**src/hw/rtl/echo_window_average_with_rejection_macros.svh**
```systemverilog
// Assertion macros shared by the echo window averaging RTL.
// Depends on nothing; included by the files that carry assertions.
`ifndef ECHO_WINDOW_AVERAGE_WITH_REJECTION_MACROS_SVH
`define ECHO_WINDOW_AVERAGE_WITH_REJECTION_MACROS_SVH

// Same-cycle implication, checked outside reset.
`define EWAR_ASSERT_IMPL(label, clk, rst_n, lhs, rhs) \
  label: assert property (@(posedge clk) disable iff (!rst_n) (lhs) |-> (rhs)) \
    else $error("ewar assertion failed");

// Next-cycle implication, checked outside reset.
`define EWAR_ASSERT_NEXT(label, clk, rst_n, lhs, rhs) \
  label: assert property (@(posedge clk) disable iff (!rst_n) (lhs) |=> (rhs)) \
    else $error("ewar assertion failed");

`endif

```
**src/hw/rtl/ewar_pkg.sv**
```systemverilog
// Package for the echo window averaging block: sizes, register indexes,
// verdict codes and the configuration and divider status structs. No dependencies.
package ewar_pkg;

  localparam int SENSOR_COUNT = 4;
  localparam int SAMPLE_BITS  = 16;
  localparam int WINDOW_MAX   = 1023;

  localparam int SENSOR_W = 2;
  localparam int ECHO_W   = 16;
  localparam int MEAN_W   = 16;
  localparam int SUM_W    = 27;
  localparam int COUNT_W  = 11;
  localparam int LIMIT_W  = $clog2(WINDOW_MAX + 1);
  localparam int PCT_W    = 7;
  localparam int MISS_W   = 8;
  localparam int PROD_W   = MEAN_W + PCT_W;
  localparam int CFG_IDX_W  = 3;
  localparam int CFG_DATA_W = 10;

  localparam logic [PCT_W-1:0] PCT_SCALE = 7'd100;

  localparam logic [CFG_IDX_W-1:0] CFG_REF_SENSOR = 3'd0;
  localparam logic [CFG_IDX_W-1:0] CFG_REF_WINDOW = 3'd1;
  localparam logic [CFG_IDX_W-1:0] CFG_AVG_SET    = 3'd2;
  localparam logic [CFG_IDX_W-1:0] CFG_AVG_MULT   = 3'd3;
  localparam logic [CFG_IDX_W-1:0] CFG_REF_PCT    = 3'd4;
  localparam logic [CFG_IDX_W-1:0] CFG_SENS_PCT   = 3'd5;
  localparam logic [CFG_IDX_W-1:0] CFG_MISS_LIMIT = 3'd6;

  localparam logic [1:0] VERDICT_REJECT = 2'd0;
  localparam logic [1:0] VERDICT_WITHIN = 2'd1;
  localparam logic [1:0] VERDICT_FORCED = 2'd2;
  localparam logic [1:0] VERDICT_FIRST  = 2'd3;

  typedef struct packed {
    logic [SENSOR_W-1:0] ref_sensor;
    logic [LIMIT_W-1:0]  ref_limit;
    logic [LIMIT_W-1:0]  sens_limit;
    logic [PCT_W-1:0]    ref_pct;
    logic [PCT_W-1:0]    sens_pct;
    logic [MISS_W-1:0]   miss_limit;
  } cfg_t;

  typedef struct packed {
    logic busy;
    logic done;
  } div_stat_t;

endpackage

```
**src/hw/rtl/ewar_cfg.sv**
```systemverilog
// Configuration registers of the echo window averaging block and the
// clamped window limits derived from them. Depends on ewar_pkg.
module ewar_cfg (
  input  logic                             clk_i,
  input  logic                             rst_ni,
  input  logic                             cfg_valid_i,
  output logic                             cfg_ready_o,
  input  logic [ewar_pkg::CFG_IDX_W-1:0]   cfg_index_i,
  input  logic [ewar_pkg::CFG_DATA_W-1:0]  cfg_data_i,
  output ewar_pkg::cfg_t                   cfg_o
);

  logic [1:0] ref_sensor_q;
  logic [9:0] ref_window_q;
  logic [7:0] avg_set_q;
  logic [6:0] avg_mult_q;
  logic [6:0] ref_pct_q;
  logic [6:0] sens_pct_q;
  logic [7:0] miss_limit_q;

  logic [14:0] prod;
  logic [15:0] ref_wide;

  assign cfg_ready_o = 1'b1;

  always_ff @(posedge clk_i or negedge rst_ni) begin
    if (!rst_ni) begin
      ref_sensor_q <= 2'd3;
      ref_window_q <= 10'd16;
      avg_set_q    <= 8'd1;
      avg_mult_q   <= 7'd4;
      ref_pct_q    <= 7'd10;
      sens_pct_q   <= 7'd10;
      miss_limit_q <= 8'd3;
    end else if (cfg_valid_i) begin
      unique case (cfg_index_i)
        ewar_pkg::CFG_REF_SENSOR: ref_sensor_q <= cfg_data_i[1:0];
        ewar_pkg::CFG_REF_WINDOW: ref_window_q <= cfg_data_i[9:0];
        ewar_pkg::CFG_AVG_SET:    avg_set_q    <= cfg_data_i[7:0];
        ewar_pkg::CFG_AVG_MULT:   avg_mult_q   <= cfg_data_i[6:0];
        ewar_pkg::CFG_REF_PCT:    ref_pct_q    <= cfg_data_i[6:0];
        ewar_pkg::CFG_SENS_PCT:   sens_pct_q   <= cfg_data_i[6:0];
        ewar_pkg::CFG_MISS_LIMIT: miss_limit_q <= cfg_data_i[7:0];
        default: ;
      endcase
    end
  end

  assign prod     = 15'(avg_set_q) * 15'(avg_mult_q);
  assign ref_wide = 16'(ref_window_q);

  always_comb begin
    cfg_o            = '0;
    cfg_o.ref_sensor = ref_sensor_q;
    cfg_o.ref_pct    = ref_pct_q;
    cfg_o.sens_pct   = sens_pct_q;
    cfg_o.miss_limit = miss_limit_q;
    // Both limits saturate at WINDOW_MAX, the largest value the LIMIT_W-bit fields hold.
    if (32'(prod) > 32'(ewar_pkg::WINDOW_MAX)) begin
      cfg_o.sens_limit = ewar_pkg::LIMIT_W'(ewar_pkg::WINDOW_MAX);
    end else begin
      cfg_o.sens_limit = ewar_pkg::LIMIT_W'(prod);
    end
    if (32'(ref_wide) > 32'(ewar_pkg::WINDOW_MAX)) begin
      cfg_o.ref_limit = ewar_pkg::LIMIT_W'(ewar_pkg::WINDOW_MAX);
    end else begin
      cfg_o.ref_limit = ewar_pkg::LIMIT_W'(ref_wide);
    end
  end

endmodule

```
**src/hw/rtl/ewar_div.sv**
```systemverilog
// Bit-serial restoring divider: one quotient bit per cycle, window sum over
// window count. Depends on ewar_pkg.
module ewar_div (
  input  logic                           clk_i,
  input  logic                           rst_ni,
  input  logic                           start_i,
  input  logic [ewar_pkg::SUM_W-1:0]     dividend_i,
  input  logic [ewar_pkg::COUNT_W-1:0]   divisor_i,
  output ewar_pkg::div_stat_t            stat_o,
  output logic [ewar_pkg::SUM_W-1:0]     quotient_o
);

  localparam int CntW = $clog2(ewar_pkg::SUM_W + 1);

  logic [ewar_pkg::SUM_W-1:0]   shreg_q;
  logic [ewar_pkg::COUNT_W-1:0] rem_q;
  logic [ewar_pkg::COUNT_W-1:0] divisor_q;
  logic [CntW-1:0]              cnt_q;
  logic                         busy_q;
  logic                         done_q;

  logic [ewar_pkg::COUNT_W:0]   rem_shift;
  logic [ewar_pkg::COUNT_W:0]   rem_sub;
  logic                         qbit;
  logic [ewar_pkg::COUNT_W-1:0] rem_d;

  // The dividend leaves at the top of the shift register while quotient
  // bits enter at the bottom, so after the last step it holds the quotient.
  assign rem_shift = {rem_q, shreg_q[ewar_pkg::SUM_W-1]};
  assign rem_sub   = rem_shift - {1'b0, divisor_q};
  assign qbit      = (rem_shift >= {1'b0, divisor_q});
  assign rem_d     = qbit ? rem_sub[ewar_pkg::COUNT_W-1:0]
                          : rem_shift[ewar_pkg::COUNT_W-1:0];

  always_ff @(posedge clk_i or negedge rst_ni) begin
    if (!rst_ni) begin
      busy_q <= 1'b0;
      done_q <= 1'b0;
      cnt_q  <= '0;
    end else if (start_i) begin
      busy_q <= 1'b1;
      done_q <= 1'b0;
      cnt_q  <= CntW'(ewar_pkg::SUM_W);
    end else if (busy_q) begin
      cnt_q <= cnt_q - CntW'(1);
      if (cnt_q == CntW'(1)) begin
        busy_q <= 1'b0;
        done_q <= 1'b1;
      end
    end else begin
      done_q <= 1'b0;
    end
  end

  always_ff @(posedge clk_i) begin
    if (start_i) begin
      shreg_q   <= dividend_i;
      rem_q     <= '0;
      divisor_q <= divisor_i;
    end else if (busy_q) begin
      shreg_q <= {shreg_q[ewar_pkg::SUM_W-2:0], qbit};
      rem_q   <= rem_d;
    end
  end

  assign stat_o.busy = busy_q;
  assign stat_o.done = done_q;
  assign quotient_o  = shreg_q;

endmodule

```
**src/hw/rtl/echo_window_average_with_rejection.sv**
```systemverilog
// Echo window averaging with outlier rejection. Each accepted word adds one
// echo sample to its sensor's window; after a word that does not finish a
// window the next word is accepted. A word that finishes a window holds off
// new words: the mean comes from a bit-serial divider giving one bit per cycle
// of the 27-bit window sum, then a band check state that waits for the output
// register to be free. A finished result sits there until it is taken.
`include "echo_window_average_with_rejection_macros.svh"

module echo_window_average_with_rejection (
  input  logic                             clk_i,
  input  logic                             rst_ni,
  input  logic                             cfg_valid_i,
  output logic                             cfg_ready_o,
  input  logic [ewar_pkg::CFG_IDX_W-1:0]   cfg_index_i,
  input  logic [ewar_pkg::CFG_DATA_W-1:0]  cfg_data_i,
  input  logic                             in_valid_i,
  output logic                             in_ready_o,
  input  logic [ewar_pkg::SENSOR_W-1:0]    sensor_i,
  input  logic [ewar_pkg::ECHO_W-1:0]      echo_time_i,
  output logic                             out_valid_o,
  input  logic                             out_ready_i,
  output logic [ewar_pkg::SENSOR_W-1:0]    done_sensor_o,
  output logic [ewar_pkg::MEAN_W-1:0]      window_mean_o,
  output logic [ewar_pkg::MEAN_W-1:0]      held_average_o,
  output logic [1:0]                       verdict_o
);

  localparam logic [1:0] ST_IDLE  = 2'd0;
  localparam logic [1:0] ST_DIV   = 2'd1;
  localparam logic [1:0] ST_CHECK = 2'd2;

  localparam int SumW   = ewar_pkg::SUM_W;
  localparam int CountW = ewar_pkg::COUNT_W;
  localparam int MeanW  = ewar_pkg::MEAN_W;
  localparam int ProdW  = ewar_pkg::PROD_W;
  localparam int MissW  = ewar_pkg::MISS_W;

  ewar_pkg::cfg_t      cfg;
  ewar_pkg::div_stat_t div_stat;
  logic [SumW-1:0]     quotient;

  logic [1:0] state_q, state_d;

  logic [SumW-1:0]   sum_q   [ewar_pkg::SENSOR_COUNT];
  logic [CountW-1:0] count_q [ewar_pkg::SENSOR_COUNT];
  logic [MeanW-1:0]  held_q  [ewar_pkg::SENSOR_COUNT];
  logic [MissW-1:0]  miss_q  [ewar_pkg::SENSOR_COUNT];
  logic [ewar_pkg::SENSOR_COUNT-1:0] first_q;

  logic [ewar_pkg::SENSOR_W-1:0] sel_q;

  logic                       out_valid_q;
  logic [ewar_pkg::SENSOR_W-1:0] out_sensor_q;
  logic [MeanW-1:0]           out_mean_q;
  logic [MeanW-1:0]           out_held_q;
  logic [1:0]                 out_verdict_q;

  logic                       accept;
  logic                       sensor_ok;
  logic [ewar_pkg::SAMPLE_BITS-1:0] sample;
  logic [SumW-1:0]            new_sum;
  logic [CountW-1:0]          new_count;
  logic [ewar_pkg::LIMIT_W-1:0] limit;
  logic                       window_done;
  logic                       div_start;

  logic                       check_ref;
  logic [MeanW-1:0]           mean;
  logic [MeanW-1:0]           held;
  logic [MeanW-1:0]           diff;
  logic [ewar_pkg::PCT_W-1:0] pct;
  logic [ProdW-1:0]           lhs_prod;
  logic [ProdW-1:0]           rhs_prod;
  logic                       out_of_band;
  logic [MissW-1:0]           miss_inc;
  logic [MissW-1:0]           miss_new;
  logic [MeanW-1:0]           held_new;
  logic [1:0]                 verdict;
  logic                       out_free;
  logic                       out_load;

  ewar_cfg u_cfg (
    .clk_i       (clk_i),
    .rst_ni      (rst_ni),
    .cfg_valid_i (cfg_valid_i),
    .cfg_ready_o (cfg_ready_o),
    .cfg_index_i (cfg_index_i),
    .cfg_data_i  (cfg_data_i),
    .cfg_o       (cfg)
  );

  ewar_div u_div (
    .clk_i      (clk_i),
    .rst_ni     (rst_ni),
    .start_i    (div_start),
    .dividend_i (new_sum),
    .divisor_i  (new_count),
    .stat_o     (div_stat),
    .quotient_o (quotient)
  );

  assign in_ready_o = (state_q == ST_IDLE);
  assign accept     = in_valid_i && in_ready_o;
  assign sensor_ok  = (int'(sensor_i) < ewar_pkg::SENSOR_COUNT);
  assign sample     = ewar_pkg::SAMPLE_BITS'(echo_time_i);
  assign new_sum    = sum_q[sensor_i] + SumW'(sample);
  assign new_count  = count_q[sensor_i] + CountW'(1);
  assign limit      = (sensor_i == cfg.ref_sensor) ? cfg.ref_limit : cfg.sens_limit;
  assign window_done = (new_count > CountW'(limit));
  assign div_start  = accept && sensor_ok && window_done;

  // Band test on the finished window: 100 * |mean - held| <= held * pct.
  assign check_ref   = (sel_q == cfg.ref_sensor);
  assign mean        = quotient[MeanW-1:0];
  assign held        = held_q[sel_q];
  assign diff        = (mean >= held) ? (mean - held) : (held - mean);
  assign pct         = check_ref ? cfg.ref_pct : cfg.sens_pct;
  assign lhs_prod    = ProdW'(diff) * ProdW'(ewar_pkg::PCT_SCALE);
  assign rhs_prod    = ProdW'(held) * ProdW'(pct);
  assign out_of_band = (lhs_prod > rhs_prod);
  assign miss_inc    = (miss_q[sel_q] == {MissW{1'b1}}) ? miss_q[sel_q]
                                                        : miss_q[sel_q] + MissW'(1);

  always_comb begin
    miss_new = miss_q[sel_q];
    held_new = held;
    verdict  = ewar_pkg::VERDICT_WITHIN;
    if (out_of_band) begin
      if (miss_inc >= cfg.miss_limit) begin
        miss_new = '0;
        held_new = mean;
        verdict  = ewar_pkg::VERDICT_FORCED;
      end else begin
        miss_new = miss_inc;
        verdict  = ewar_pkg::VERDICT_REJECT;
      end
    end else begin
      held_new = mean;
    end
    // The first window of a sensor is always taken, after the miss update.
    if (first_q[sel_q]) begin
      held_new = mean;
      verdict  = ewar_pkg::VERDICT_FIRST;
    end
  end

  assign out_free = !out_valid_q || out_ready_i;
  assign out_load = (state_q == ST_CHECK) && out_free;

  always_comb begin
    state_d = state_q;
    unique case (state_q)
      ST_IDLE:  if (div_start) state_d = ST_DIV;
      ST_DIV:   if (div_stat.done) state_d = ST_CHECK;
      ST_CHECK: if (out_free) state_d = ST_IDLE;
      default:  state_d = ST_IDLE;
    endcase
  end

  always_ff @(posedge clk_i or negedge rst_ni) begin
    if (!rst_ni) begin
      state_q <= ST_IDLE;
      sel_q   <= '0;
      first_q <= '1;
      for (int k = 0; k < ewar_pkg::SENSOR_COUNT; k++) begin
        sum_q[k]   <= '0;
        count_q[k] <= '0;
        held_q[k]  <= '0;
        miss_q[k]  <= '0;
      end
    end else begin
      state_q <= state_d;
      if (accept && sensor_ok) begin
        if (window_done) begin
          sum_q[sensor_i]   <= '0;
          count_q[sensor_i] <= '0;
          sel_q             <= sensor_i;
        end else begin
          sum_q[sensor_i]   <= new_sum;
          count_q[sensor_i] <= new_count;
        end
      end
      if (out_load) begin
        held_q[sel_q]  <= held_new;
        miss_q[sel_q]  <= miss_new;
        first_q[sel_q] <= 1'b0;
      end
    end
  end

  always_ff @(posedge clk_i or negedge rst_ni) begin
    if (!rst_ni) begin
      out_valid_q <= 1'b0;
    end else if (out_load) begin
      out_valid_q <= 1'b1;
    end else if (out_ready_i) begin
      out_valid_q <= 1'b0;
    end
  end

  always_ff @(posedge clk_i) begin
    if (out_load) begin
      out_sensor_q  <= sel_q;
      out_mean_q    <= mean;
      out_held_q    <= held_new;
      out_verdict_q <= verdict;
    end
  end

  assign out_valid_o    = out_valid_q;
  assign done_sensor_o  = out_sensor_q;
  assign window_mean_o  = out_mean_q;
  assign held_average_o = out_held_q;
  assign verdict_o      = out_verdict_q;

  `EWAR_ASSERT_IMPL(a_ready_div_idle, clk_i, rst_ni, in_ready_o, !div_stat.busy)
  `EWAR_ASSERT_IMPL(a_done_in_div, clk_i, rst_ni, div_stat.done, state_q == ST_DIV)
  `EWAR_ASSERT_NEXT(a_load_shows, clk_i, rst_ni, out_load, out_valid_o)
  `EWAR_ASSERT_IMPL(a_taken_mean_held, clk_i, rst_ni,
                    out_valid_o && (verdict_o != ewar_pkg::VERDICT_REJECT),
                    window_mean_o == held_average_o)

endmodule
```
**config.mk**
```make
export PLATFORM = sky130hd
export DESIGN_NAME = echo_window_average_with_rejection
export DESIGN_NICKNAME = d
export VERILOG_FILES = /design/src/hw/rtl/ewar_pkg.sv /design/src/hw/rtl/ewar_cfg.sv /design/src/hw/rtl/ewar_div.sv /design/src/hw/rtl/echo_window_average_with_rejection.sv
export VERILOG_INCLUDE_DIRS = /design/src /design/src/hw/rtl
export SDC_FILE = /design/constraint.sdc
export NUM_CORES = 1
export LEC_CHECK = 0
export ABC_AREA = 1
export CAP_MARGIN = 20
export CORE_UTILIZATION = 58
export CTS_CLUSTER_SIZE = 28
export DETAILED_ROUTE_END_ITERATION = 6
export DONT_BUFFER_PORTS = 1
export PLACE_DENSITY = 0.77
export SYNTH_ARGS = -nofsm -noshare
export SYNTH_HDL_FRONTEND = slang
export SYNTH_SLANG_ARGS = --single-unit
```
**constraint.sdc**
```tcl
create_clock -name clk_i -period 10 [get_ports clk_i]
set_clock_uncertainty 0.1 [all_clocks]
set_input_delay 1 -clock clk_i [delete_from_list [all_inputs] [get_ports clk_i]]
set_output_delay 1 -clock clk_i [all_outputs]
set_load 0.01 [all_outputs]
```
==> impl_metrics.env <==
export IMPL_status="finished, final reports clean"
export IMPL_rows=81
export IMPL_ys_ff_latch=398
export IMPL_dieArea_sq_um=50500
export IMPL_h_tree_depth=2
export IMPL_finalNonFillerCells=4241
export IMPL_setup_violations=0
export IMPL_rsz0062_at_grt="false"
export IMPL_multi_input_area_sq_um=15900
export IMPL_grt_pass1_vias=22900
export IMPL_tightest_slew_ns=1.11
export IMPL_syn_num_nets=3946
export IMPL_hpwlAfterDp_um=54400
export IMPL_synth_distinct_cells=61
export IMPL_core_area_sq_um=49000
export IMPL_synth_avg_cell_area_sq_um=8.05
export IMPL_num_fill_cells=4209
export IMPL_antenna_found_initial=2
export IMPL_drc=0
export IMPL_slowest_stage="dfrtp_1"
export IMPL_yosysWarnings=0
export IMPL_synth_edff_count=74
export IMPL_drive_above_1_share=0.0595
export IMPL_grt_pass1_wl_um=122000
export IMPL_fmax_mhz=106
export IMPL_path_buf_inv=9
export IMPL_critPathKind="reg2reg"
export IMPL_clock_latency_ns=0.61
export IMPL_cts_buffers=45
export IMPL_placedCellCount=4152
export IMPL_drt_antenna_violating_nets=0
export IMPL_viasPerCell=5.66
export IMPL_vias=24000
export IMPL_syn_inst=3571
export IMPL_cts_root_buffer="clkbuf_16"
export IMPL_netlist_area_sq_um=28800
export IMPL_worstPathArrival_ns=9.78
export IMPL_clkTransAtPathRegs_ns=0.06
export IMPL_tritoncts="yes"
export IMPL_antenna_cells=0
export IMPL_routed_wl_um=76800
export IMPL_slew_violations=0
export IMPL_dr_first_iter_drc_count=2154
export IMPL_endpoint_kind="flop"
export IMPL_ys_flop_type="dfrtp_1"
export IMPL_grt_max_degree=234
export IMPL_grt_remaining_overflow=0
export IMPL_fp_dieH_um=225
export IMPL_worst_path_max_fanout=10
export IMPL_relSlewSlack=0.260
export IMPL_ctsLongestPathBuffers=3
export IMPL_wl_per_cell_um=18.1
export IMPL_hold_viol=0
export IMPL_die_x_um=225
export IMPL_yosysSeqAreaShare=0.358
export IMPL_clkSinkCount=398
export IMPL_start_kind="flop"
export IMPL_finalSetupTns_ns=0
export IMPL_crit_family="simple AND/OR/NAND/NOR gates"
export IMPL_grt_use_total=0.306
export IMPL_io_pins=75
export IMPL_io_buffers=0
export IMPL_min_period_ns=9.43
export IMPL_maxCapViolations=0
export IMPL_async_reset_ff_frac=0.786
export IMPL_max_stage_delay_ns=0.62
export IMPL_firstDrtPassIters=6
export IMPL_min_period_over_period=0.943
export IMPL_hp_class="in2async"
export IMPL_start_util=0.587
export IMPL_area_growth_pct=8.10
export IMPL_final_cell_mix="nand2_1 (938), inv_1 (526), dfrtp_1 (297)"
export IMPL_gp_congestion=1.03
export IMPL_layout_commonest_cell="nand2_1"
export IMPL_register_area_sq_um=10300
export IMPL_layout_nets=3916
export IMPL_crit_top_cell="nand2_1"
export IMPL_required_ns=10.35
registers in the layout, indices dropped and copies added (netlist names), 8 cells and up:
name	count
u_cfg.ref_window_q	10
held_q	64
u_cfg.miss_limit_q	8
count_q	44
u_cfg.avg_set_q	8
u_div.divisor_q	11
held_average_o	16
miss_q	32
u_div.quotient_o	27
u_div.rem_q	11
sum_q	108
window_mean_o	16
cell type report:
class                   instances  area share
clock buffers                  58      0.0407
multi-input cells            2507       0.512
clock inverters                25      0.0112
flip-flops and latches        398       0.331
well taps                     664      0.0267
inverters                     545      0.0658
repair buffers                 44      0.0127
cell families (layout without fill, tap and decap cells):
family          Yosys count  after routing  synth area share
simple gates           1463           1463             0.210
buf+inv                 666            672            0.0915
compound gates          560            560             0.118
flops                   398            398             0.358
fa+ha+maj               339            339             0.177
xor+xnor                106            106            0.0323
mux                      38             38            0.0133
other cells               1              1          0.000130
per-layer routing:
metal,part of all wire,global-route usage,vias to the layer above
met5,0.00035,0,-
met4,0.031,0.0990,4
met3,0.085,0.0519,176
met2,0.46,0.501,1034
met1,0.42,0.414,11400
li1,-,-,11400
worst paths after layout:
kind | from | depth (start not counted) | slack [ns] | endpoint
setup / recovery | sel_q[0]$_DFFE_PN0P_ | 41 | 0.57 | miss_q[13]$_DFFE_PN0P_
max in group asynchronous | rst_ni | 2 | 8.30 | sum_q[102]$_DFFE_PN0P_
setup reg to reg | sel_q[0]$_DFFE_PN0P_ | 41 | 0.57 | miss_q[13]$_DFFE_PN0P_
hold reg to reg | first_q[1]$_DFFE_PN1P_ | 2 | 0.36 | first_q[1]$_DFFE_PN1P_
hold / removal | rst_ni | 0 | 0.04 | miss_q[30]$_DFFE_PN0P_
min in group clk_i | first_q[1]$_DFFE_PN1P_ | 2 | 0.36 | first_q[1]$_DFFE_PN1P_
stage by stage:
stage,hold WS (ns),worst slack (ns),area (sq um),utilization
2_1_floorplan,0.326,1.87,28800,-
5_1_grt,0.0237,0.0430,31100,0.635
3_3_place_gp,0.347,0.609,29300,0.599
4_1_cts,0.0210,0.291,31000,0.633
3_5_place_dp,0.350,0.324,29300,0.599
6_report,0.0378,0.568,31100,0.635
worst register-to-register path, delay by kind of cell (launching register included):
kind / cells / cell delay, ns
buffers and inverters: 9 / 1.58
and+or+nand+nor: 20 / 2.86
adders and majority gates: 6 / 2.57
DFF: 1 / 0.62
AOI/OAI and AO/OA: 5 / 1.32
xor gates and xnor gates: 1 / 0.26
timing repair:
action,CTS,global route
hold endpoints to repair,233,0
hold buffers,2,0
resized for setup,0,11
setup buffers,0,3
setup endpoints to repair,0,114
cell usage after synthesis (all sizes together) (49+ instances only):
cell	number	area (sq um)
nand2	954	3680
inv	535	2010
dfrtp	298	7460
nor2	251	982
ha	226	2830
a21oi	197	986
o21ai	195	991
nand3	188	958
fa	113	2260
edfxtp	74	2220
clkbuf	72	270
xor2	70	613
buf	49	317
Power is not shown: default switching activity piles up to over one toggle a cycle in this logic, so the estimate is an artifact.
